$ cat config.mk
export PLATFORM = sky130hd
export DESIGN_NAME = zip_local_header_name_scanner
export DESIGN_NICKNAME = d
export VERILOG_FILES = /design/src/hw/rtl/zlhns_pkg.sv /design/src/hw/rtl/zip_local_header_name_scanner.sv /design/src/hw/rtl/zlhns_in_stage.sv /design/src/hw/rtl/zlhns_core.sv
export SDC_FILE = /design/constraint.sdc
export NUM_CORES = 1
export LEC_CHECK = 0
export BUFFER_PORTS_ARGS = -buffer_cell sky130_fd_sc_hd__buf_2
export CAP_MARGIN = 0
export CELL_PAD_IN_SITES_DETAIL_PLACEMENT = 1
export CELL_PAD_IN_SITES_GLOBAL_PLACEMENT = 2
export CORE_ASPECT_RATIO = 0.6
export CORE_UTILIZATION = 40
export CTS_CLUSTER_SIZE = 16
export DETAILED_ROUTE_END_ITERATION = 10
export GPL_ROUTABILITY_DRIVEN = 1
export HOLD_SLACK_MARGIN = 0.08
export PLACE_DENSITY_LB_ADDON = 0.1
export SYNTH_ARGS = -nofsm -noshare
export SYNTH_HDL_FRONTEND = slang
export SYNTH_HIERARCHICAL = 1
export SYNTH_SLANG_ARGS = --single-unit
$ cat constraint.sdc
create_clock -name clk_i -period 3.9 [get_ports clk_i]
set_input_delay 1.17 -clock clk_i [delete_from_list [all_inputs] [get_ports clk_i]]
set_output_delay 1.17 -clock clk_i [all_outputs]
set_load 0.005 [all_outputs]
$ cat src/hw/rtl/zlhns_pkg.sv
// Shared constants and helpers for the ZIP local header name scanner.
// No dependencies; imported by every module of the block.
package zlhns_pkg;

  localparam int unsigned ByteW      = 8;
  localparam int unsigned NameLenW   = 16;
  localparam int unsigned HdrCountW  = 5;
  localparam int unsigned SigPosW    = 2;

  localparam logic [SigPosW-1:0]   SigLastPos  = 2'd3;
  localparam logic [HdrCountW-1:0] HdrLastOfs  = 5'd25;
  localparam logic [HdrCountW-1:0] LenLowOfs   = 5'd22;
  localparam logic [HdrCountW-1:0] LenHighOfs  = 5'd23;

  // Local file header signature, "PK\x03\x04".
  function automatic logic [ByteW-1:0] sig_byte(input logic [SigPosW-1:0] pos);
    logic [ByteW-1:0] val;
    case (pos)
      2'd0:    val = 8'h50;
      2'd1:    val = 8'h4B;
      2'd2:    val = 8'h03;
      default: val = 8'h04;
    endcase
    return val;
  endfunction

endpackage

$ cat src/hw/rtl/zip_local_header_name_scanner.sv
// ZIP local header name scanner: takes one file byte per request and returns the
// file names that follow each local file header signature. A byte is registered
// on entry, then one pass of compare-and-count logic updates the scanner state and
// loads the result register, so one byte is taken every cycle while the output
// side keeps up. Signature and header bytes give no result; each name byte gives
// one result, its last byte flagged by name_last_o. A header with a zero name
// length yields a single result with stopped_o set, after which bytes are still
// accepted but ignored until reset.
// Depends on zlhns_pkg, zlhns_in_stage and zlhns_core.
module zip_local_header_name_scanner import zlhns_pkg::*; (
  input  logic             clk_i,
  input  logic             rst_ni,
  input  logic             in_valid_i,
  output logic             in_ready_o,
  input  logic [ByteW-1:0] in_byte_i,
  output logic             out_valid_o,
  input  logic             out_ready_i,
  output logic [ByteW-1:0] name_byte_o,
  output logic             name_last_o,
  output logic             stopped_o
);

  logic             stg_valid;
  logic             stg_ready;
  logic [ByteW-1:0] stg_byte;

  zlhns_in_stage u_in_stage (
    .clk_i      (clk_i),
    .rst_ni     (rst_ni),
    .up_valid_i (in_valid_i),
    .up_ready_o (in_ready_o),
    .up_byte_i  (in_byte_i),
    .dn_valid_o (stg_valid),
    .dn_ready_i (stg_ready),
    .dn_byte_o  (stg_byte)
  );

  zlhns_core u_core (
    .clk_i       (clk_i),
    .rst_ni      (rst_ni),
    .in_valid_i  (stg_valid),
    .in_ready_o  (stg_ready),
    .in_byte_i   (stg_byte),
    .out_valid_o (out_valid_o),
    .out_ready_i (out_ready_i),
    .name_byte_o (name_byte_o),
    .name_last_o (name_last_o),
    .stopped_o   (stopped_o)
  );

endmodule

$ cat src/hw/rtl/zlhns_in_stage.sv
// Input register stage of the ZIP local header name scanner.
// Depends on zlhns_pkg for the byte width.
module zlhns_in_stage import zlhns_pkg::*; (
  input  logic             clk_i,
  input  logic             rst_ni,
  input  logic             up_valid_i,
  output logic             up_ready_o,
  input  logic [ByteW-1:0] up_byte_i,
  output logic             dn_valid_o,
  input  logic             dn_ready_i,
  output logic [ByteW-1:0] dn_byte_o
);

  logic             valid_q, valid_d;
  logic [ByteW-1:0] byte_q, byte_d;

  assign up_ready_o = !valid_q || dn_ready_i;
  assign dn_valid_o = valid_q;
  assign dn_byte_o  = byte_q;

  always_comb begin
    valid_d = valid_q;
    byte_d  = byte_q;
    if (up_ready_o) begin
      valid_d = up_valid_i;
      byte_d  = up_byte_i;
    end
  end

  always_ff @(posedge clk_i or negedge rst_ni) begin
    if (!rst_ni) begin
      valid_q <= 1'b0;
    end else begin
      valid_q <= valid_d;
    end
  end

  always_ff @(posedge clk_i) begin
    byte_q <= byte_d;
  end

endmodule

$ cat src/hw/rtl/zlhns_core.sv
// Scanner state machine and result register.
// Depends on zlhns_pkg for the signature table and header offsets.
module zlhns_core import zlhns_pkg::*; (
  input  logic             clk_i,
  input  logic             rst_ni,
  input  logic             in_valid_i,
  output logic             in_ready_o,
  input  logic [ByteW-1:0] in_byte_i,
  output logic             out_valid_o,
  input  logic             out_ready_i,
  output logic [ByteW-1:0] name_byte_o,
  output logic             name_last_o,
  output logic             stopped_o
);

  typedef enum logic [1:0] {
    PhScan,
    PhHeader,
    PhName,
    PhStop
  } phase_e;

  phase_e               phase_q, phase_d;
  logic [SigPosW-1:0]   match_q, match_d;
  logic [HdrCountW-1:0] hdr_cnt_q, hdr_cnt_d;
  logic [ByteW-1:0]     len_low_q, len_low_d;
  logic [NameLenW-1:0]  remain_q, remain_d;

  logic             out_valid_q, out_valid_d;
  logic [ByteW-1:0] name_byte_q, name_byte_d;
  logic             name_last_q, name_last_d;
  logic             stopped_q, stopped_d;

  logic             take;
  logic             emit;
  logic [ByteW-1:0] res_byte;
  logic             res_last;
  logic             res_stop;

  // The result register may be refilled in the cycle it is drained.
  assign in_ready_o = !out_valid_q || out_ready_i;
  assign take       = in_valid_i && in_ready_o;

  always_comb begin
    phase_d   = phase_q;
    match_d   = match_q;
    hdr_cnt_d = hdr_cnt_q;
    len_low_d = len_low_q;
    remain_d  = remain_q;
    emit      = 1'b0;
    res_byte  = '0;
    res_last  = 1'b0;
    res_stop  = 1'b0;
    if (take) begin
      case (phase_q)
        PhScan: begin
          if (in_byte_i == sig_byte(match_q)) begin
            if (match_q == SigLastPos) begin
              match_d   = '0;
              hdr_cnt_d = '0;
              phase_d   = PhHeader;
            end else begin
              match_d = match_q + 1'b1;
            end
          end else begin
            // A byte that breaks a partial match may still start a new one.
            match_d = (in_byte_i == sig_byte('0)) ? SigPosW'(1) : '0;
          end
        end
        PhHeader: begin
          if (hdr_cnt_q == LenLowOfs) begin
            len_low_d = in_byte_i;
          end else if (hdr_cnt_q == LenHighOfs) begin
            remain_d = {in_byte_i, len_low_q};
          end
          if (hdr_cnt_q >= HdrLastOfs) begin
            hdr_cnt_d = '0;
            if (remain_q == '0) begin
              phase_d  = PhStop;
              emit     = 1'b1;
              res_stop = 1'b1;
            end else begin
              phase_d = PhName;
            end
          end else begin
            hdr_cnt_d = hdr_cnt_q + 1'b1;
          end
        end
        PhName: begin
          emit     = 1'b1;
          res_byte = in_byte_i;
          res_last = (remain_q <= NameLenW'(1));
          if (res_last) begin
            remain_d = '0;
            match_d  = '0;
            phase_d  = PhScan;
          end else begin
            remain_d = remain_q - 1'b1;
          end
        end
        default: begin
        end
      endcase
    end
  end

  always_comb begin
    out_valid_d = out_valid_q;
    name_byte_d = name_byte_q;
    name_last_d = name_last_q;
    stopped_d   = stopped_q;
    if (in_ready_o) begin
      out_valid_d = take && emit;
      name_byte_d = res_byte;
      name_last_d = res_last;
      stopped_d   = res_stop;
    end
  end

  always_ff @(posedge clk_i or negedge rst_ni) begin
    if (!rst_ni) begin
      phase_q     <= PhScan;
      match_q     <= '0;
      hdr_cnt_q   <= '0;
      len_low_q   <= '0;
      remain_q    <= '0;
      out_valid_q <= 1'b0;
    end else begin
      phase_q     <= phase_d;
      match_q     <= match_d;
      hdr_cnt_q   <= hdr_cnt_d;
      len_low_q   <= len_low_d;
      remain_q    <= remain_d;
      out_valid_q <= out_valid_d;
    end
  end

  always_ff @(posedge clk_i) begin
    name_byte_q <= name_byte_d;
    name_last_q <= name_last_d;
    stopped_q   <= stopped_d;
  end

  assign out_valid_o = out_valid_q;
  assign name_byte_o = name_byte_q;
  assign name_last_o = name_last_q;
  assign stopped_o   = stopped_q;

  a_stop_sticky: assert property (@(posedge clk_i) disable iff (!rst_ni)
    phase_q == PhStop |=> phase_q == PhStop)
    else $error("scanner left the stopped phase");

  a_name_nonzero: assert property (@(posedge clk_i) disable iff (!rst_ni)
    phase_q == PhName |-> remain_q != '0)
    else $error("name phase entered with no name bytes left");

  a_stop_result_clean: assert property (@(posedge clk_i) disable iff (!rst_ni)
    out_valid_q && stopped_q |-> !name_last_q && name_byte_q == '0)
    else $error("stop result carries name data");

  a_no_result_after_stop: assert property (@(posedge clk_i) disable iff (!rst_ni)
    $past(phase_q == PhStop) && phase_q == PhStop && $rose(out_valid_q) |-> 1'b0)
    else $error("result produced while stopped");

endmodule

# == Yosys cells after proc, flatten, opt, wreduce, memory -nomap -nowiden ==
# Index checks and enable logic that the tools add are counted.
# word_totals
regBits,53
in_bits,12
out_inout_bits,12
elab_cells,76
# op_classes
add_sub_neg,3
n_lt_le_gt_ge,2
n_eq_ne,15
mux,25
n_reduce_logical,20
# op_table
cell,n
two-way mux 16 bit,3
case mux 16 bit (2 select lines),1
case mux 7 bit (3 select lines),1
"<= comparator 16 x 1 -> 1 bit, second input constant",1
logical NOT 16 bit,1
two-way mux 8 bit,2
"subtractor 16 x 1 -> 16 bit, second input constant",1
two-way mux 5 bit,3
two-way mux 2 bit,6
"== test 5 bit, second input constant",2
"!= test 2 x 1 -> 1 bit, second input constant",5
case mux 5 bit (2 select lines),1
"== test 8 x 7 -> 1 bit, second input constant",1
== test 8 bit,1
AND reduction 4 bit,2
"== test 2 bit, second input constant",3
case mux 2 bit (3 select lines),1
AND reduction 3 bit,2
AND reduction 6 bit,1
nonzero test 2 bit,3
"adder 5 x 1 -> 5 bit, second input constant",1
">= comparator 5 bit, second input constant",1
two-way mux 1 bit,5
"== test 2 x 1 -> 1 bit, second input constant",2
10 further kinds,15

# == Logic depth before layout (Yosys ltp) ==
# depth
depth_word,7
depth_mapped,10
ltp_nobuf,8

# == Modules after synthesis ==
# Netlist, hierarchy kept.
# modules_own_cells
module,n_inst,cells_each,area_each_um2,seq_area_each_um2
zlhns_core,1,277,2551.2,1151.1
zlhns_in_stage,1,11,287.8,265.3

# == Worst setup path before layout ==
# No wires, ideal clock.
# synth_path
kind,input to output
start,in out_ready_i
end,out in_ready_o
arrival_ps,1805
t_required_ps,2730
path_slack_ps,925
stages,2
path_buffers,0
cell_sequence,nand2b_1 -> nand2b_4
# synth_via
elab_chain_cells,2
# synth_rtl
item,line,source
"start, declared",zip_local_header_name_scanner.sv:17,"input logic out_ready_i,"
logical OR 1 bit,zlhns_core.sv:41,assign in_ready_o = !out_valid_q || out_ready_i;
logical OR 1 bit,zlhns_in_stage.sv:17,assign up_ready_o = !valid_q || dn_ready_i;
"end, declared",zip_local_header_name_scanner.sv:14,"output logic in_ready_o,"
# No other way between the ends.

# == Worst setup path in the final report ==
# layout_path
start,in out_ready_i
end,out in_ready_o
# layout_via
elab_chain_cells,2
# layout_rtl
item,line,source
logical OR 1 bit,zlhns_core.sv:41,
net stg_ready,zip_local_header_name_scanner.sv:24,logic stg_ready;
logical OR 1 bit,zlhns_in_stage.sv:17,
# The timed path passes the listed nets, and every way through them passes these cells.

==> run summary <==
Outcome -> completed
Leak pwr -> 1.47 nW
RSZ-0062 raised after global routing -> no
Seq cells post-synth -> 53
Setup Skew -> 0.00365 ns
Die ar. -> 0.00745 sq mm
CP Max Fanout -> 10
# IOs -> 24
Netlist cell types -> 47
CTS Hold Buffers Added -> 0
CTS sink cnt -> 53
Ys Warns -> 6
Net count after synthesis -> 314
Residual DRC -> 0
Cell taking the most area after synthesis -> dfrtp_1
Slew @ Worst Pin -> 0.852 ns
Cells after Synth -> 288
Worst EP arrival -> 1.97 ns
Sequential share of the synthesized area -> 49.9%
Inserted Diodes -> 0
Storage cell area -> 0.00142 sq mm
Fin Setup TNS -> 0 ns
Post-synth top area share -> 30.9%
Max clock buf depth -> 2
Starting density of the core -> 42.0%
DP Wirelength -> 5.67 mm
CTS root buf -> clkbuf_16
Overall Global Routing Usage -> 22.0%
Required @ worst endpoint -> 2.73 ns
CP top delay family -> simple AND/OR/NAND/NOR gates
Slowest CP cell -> nand2b_1
Reg2Reg Setup Slack -> 0.84 ns
Design area -> 0.00320 sq mm
CP max stage delay -> 0.27 ns
Final Hold Viols -> 0
Synthesized cell area -> 0.00284 sq mm
Final setup fails -> 0
Via count -> 2298
# rows -> 23
Worst Setup Path Type -> in -> out
Crit start category -> input port
H-tree depth -> 2
Clock transition at path regs -> 0.07 ns
CP cell instances -> buf_2 -> nand2b_1 -> nand2b_4 -> buf_2
Critical Path Start -> out_ready_i
Mean number of vias per cell -> 5.75
Final GP Congestion -> 0.744
Footprint of the multi-input gates -> 0.00132 sq mm
Power density over the cells -> 332 mW/mm^2
M1 GR Usage -> 35.0%
Met3 Use GR -> 3.86%
Post-route ant nets -> 0
Tmin final -> 3.14 ns
Layout area overhead -> 12.6%
GRT Max-Usage Layer -> met1
Top FF cell, synth -> dfrtp_1
Crit share post-route -> 80.4%
Most frequent CP cell -> buf_2
Final hold slack -> 0.512 ns
IO buf count -> 23
Die X -> 111 um
Top cells by area, synth -> dfrtp_1 (31%), edfxtp_1 (19%), ha_1 (6.2%)
Share of cells above drive strength 1 -> 14.4%
Post-cts gate resize count -> 0
Post-synth EDFFs -> 18
Worst-Skew Late Latency -> 0.29 ns
1st-pass router iterations -> 4
Async set-reset flop share out of synthesis -> 66.0%
Final Util -> 47.3%
GRT overflow -> 0
Met2 usage -> 30.2%
Die height -> 67.3 um
# Max-Cap Violations -> 0
Core area -> 0.00676 sq mm
Final WS setup -> 0.763 ns
Slew HR -> 43.2%
Avg Inst Size Synth -> 9.86 sq um
Fillers -> 754
Routed length per placed instance -> 19.2 um
Setup repair bufs after CTS -> 0
First-pass GRT wire length -> 12.3 mm
Vias in the first global route -> 2171
Final WL -> 7.66 mm
Nets -> 338
Initial antenna violation count -> 0
Detailed router's first-iteration violation count -> 145
Setup WS pre-CTS -> 0.757 ns
Top cells by count, synth -> dfrtp_1 (35), o21ai_0 (35), nor2_1 (25), nand2_1 (23), nor3_1 (20)
Post-DP Area -> 0.00305 sq mm
Worst Hold Launch -> u_core/len_low_q[1]
Fmax -> 319 MHz
Worst Path Buf+Inv -> 2
Peak supply drop -> 0.000187 V
Min-delay worst type -> reg -> reg
Worst setup EP type -> output port
RR Startpoint -> u_core/remain_q[9]
TritonCTS Buffers -> 5
Largest net degree at the start of global routing -> 36
CTS tree -> built
Max-slew violations -> 0
per-stage QoR:
stage               std cells  power (W)
floorplan                 288   0.000604
global placement          392   0.000625
detailed placement        392   0.000626
CTS                       400    0.00108
global route              400    0.00110
finish                    400    0.00106
sequential cells by signal (all words and copies together), names as in the netlist:
signal and flops:
u_core/hdr_cnt_q 5, u_in_stage/dn_valid_o 1, u_core/name_last_o 1, u_core/stopped_o 1, u_core/phase_q 2, u_core/name_byte_o 8, u_core/out_valid_o 1, u_core/len_low_q 8
u_core/remain_q 16, u_in_stage/dn_byte_o 8, u_core/match_q 2
per-layer routing:
layer  vias to the layer above  wire (um)
met3                         2        524
li1                       1107          -
met1                      1127       4190
met2                        62       2920
met5                         -          0
met4                         0         26
final cells by class:
class	count	area share [%]
inverter	15	1.76
sequential	53	44.3
clock inverter	3	0.666
multi-input combinational	209	41.2
tap	87	3.41
clock buffer	5	3.92
timing repair buffer	28	4.78
cell usage in the layout, fill, tap and decap left out, types with 10 or more instances in the layout:
master    netlist  layout
nand2_1        23      23
o21ai_0        35      35
dfrtp_1        35      35
buf_2           2      23
a21oi_1        10      10
edfxtp_1       18      18
inv_1          14      14
nor3_1         20      20
nor2_1         25      25
ha_1           14      14
where the power goes:
group,internal [W],switching (W)
Combinational,0.00000884,0.0000182
Clock,0.000240,0.000207
Sequential,0.000579,0.00000826
Total,0.000827,0.000233
worst register-to-register path: stages, from the launching register on:
cell     delay (ns)
dfrtp_1        0.43
or4_1          0.65
nor3_4         0.31
a21o_1         0.71
nand2_1        0.15
or4b_4         0.57
mux2i_1        0.14
kinds of logic (layout without fill, tap and decap cells):
family                   Yosys count  after routing  share of synthesized area (%)
flip-flops                        53             53                           49.9
buffers and inverters             26             51                           3.79
multiplexers                       8              8                           3.08
AND/OR/NAND/NOR                  114            114                           21.1
XOR/XNOR                           1              1                          0.309
adder cells (fa/ha/maj)           14             14                           6.17
AO/OA/AOI/OAI                     72             72                           15.7
path summary, 6_finish.rpt:
| kind | to | depth (start not counted) |
|---|---|---|
| setup / recovery | in_ready_o | 4 |
| setup reg to reg | u_core/phase_q[0] | 6 |
| min in group asynchronous | u_core/hdr_cnt_q[4] | 1 |
| hold reg to reg | u_core/len_low_q[1] | 1 |
| max in group asynchronous | u_core/remain_q[2] | 1 |
| hold / removal | u_core/len_low_q[1] | 1 |
(Power assumes the default switching activity.)
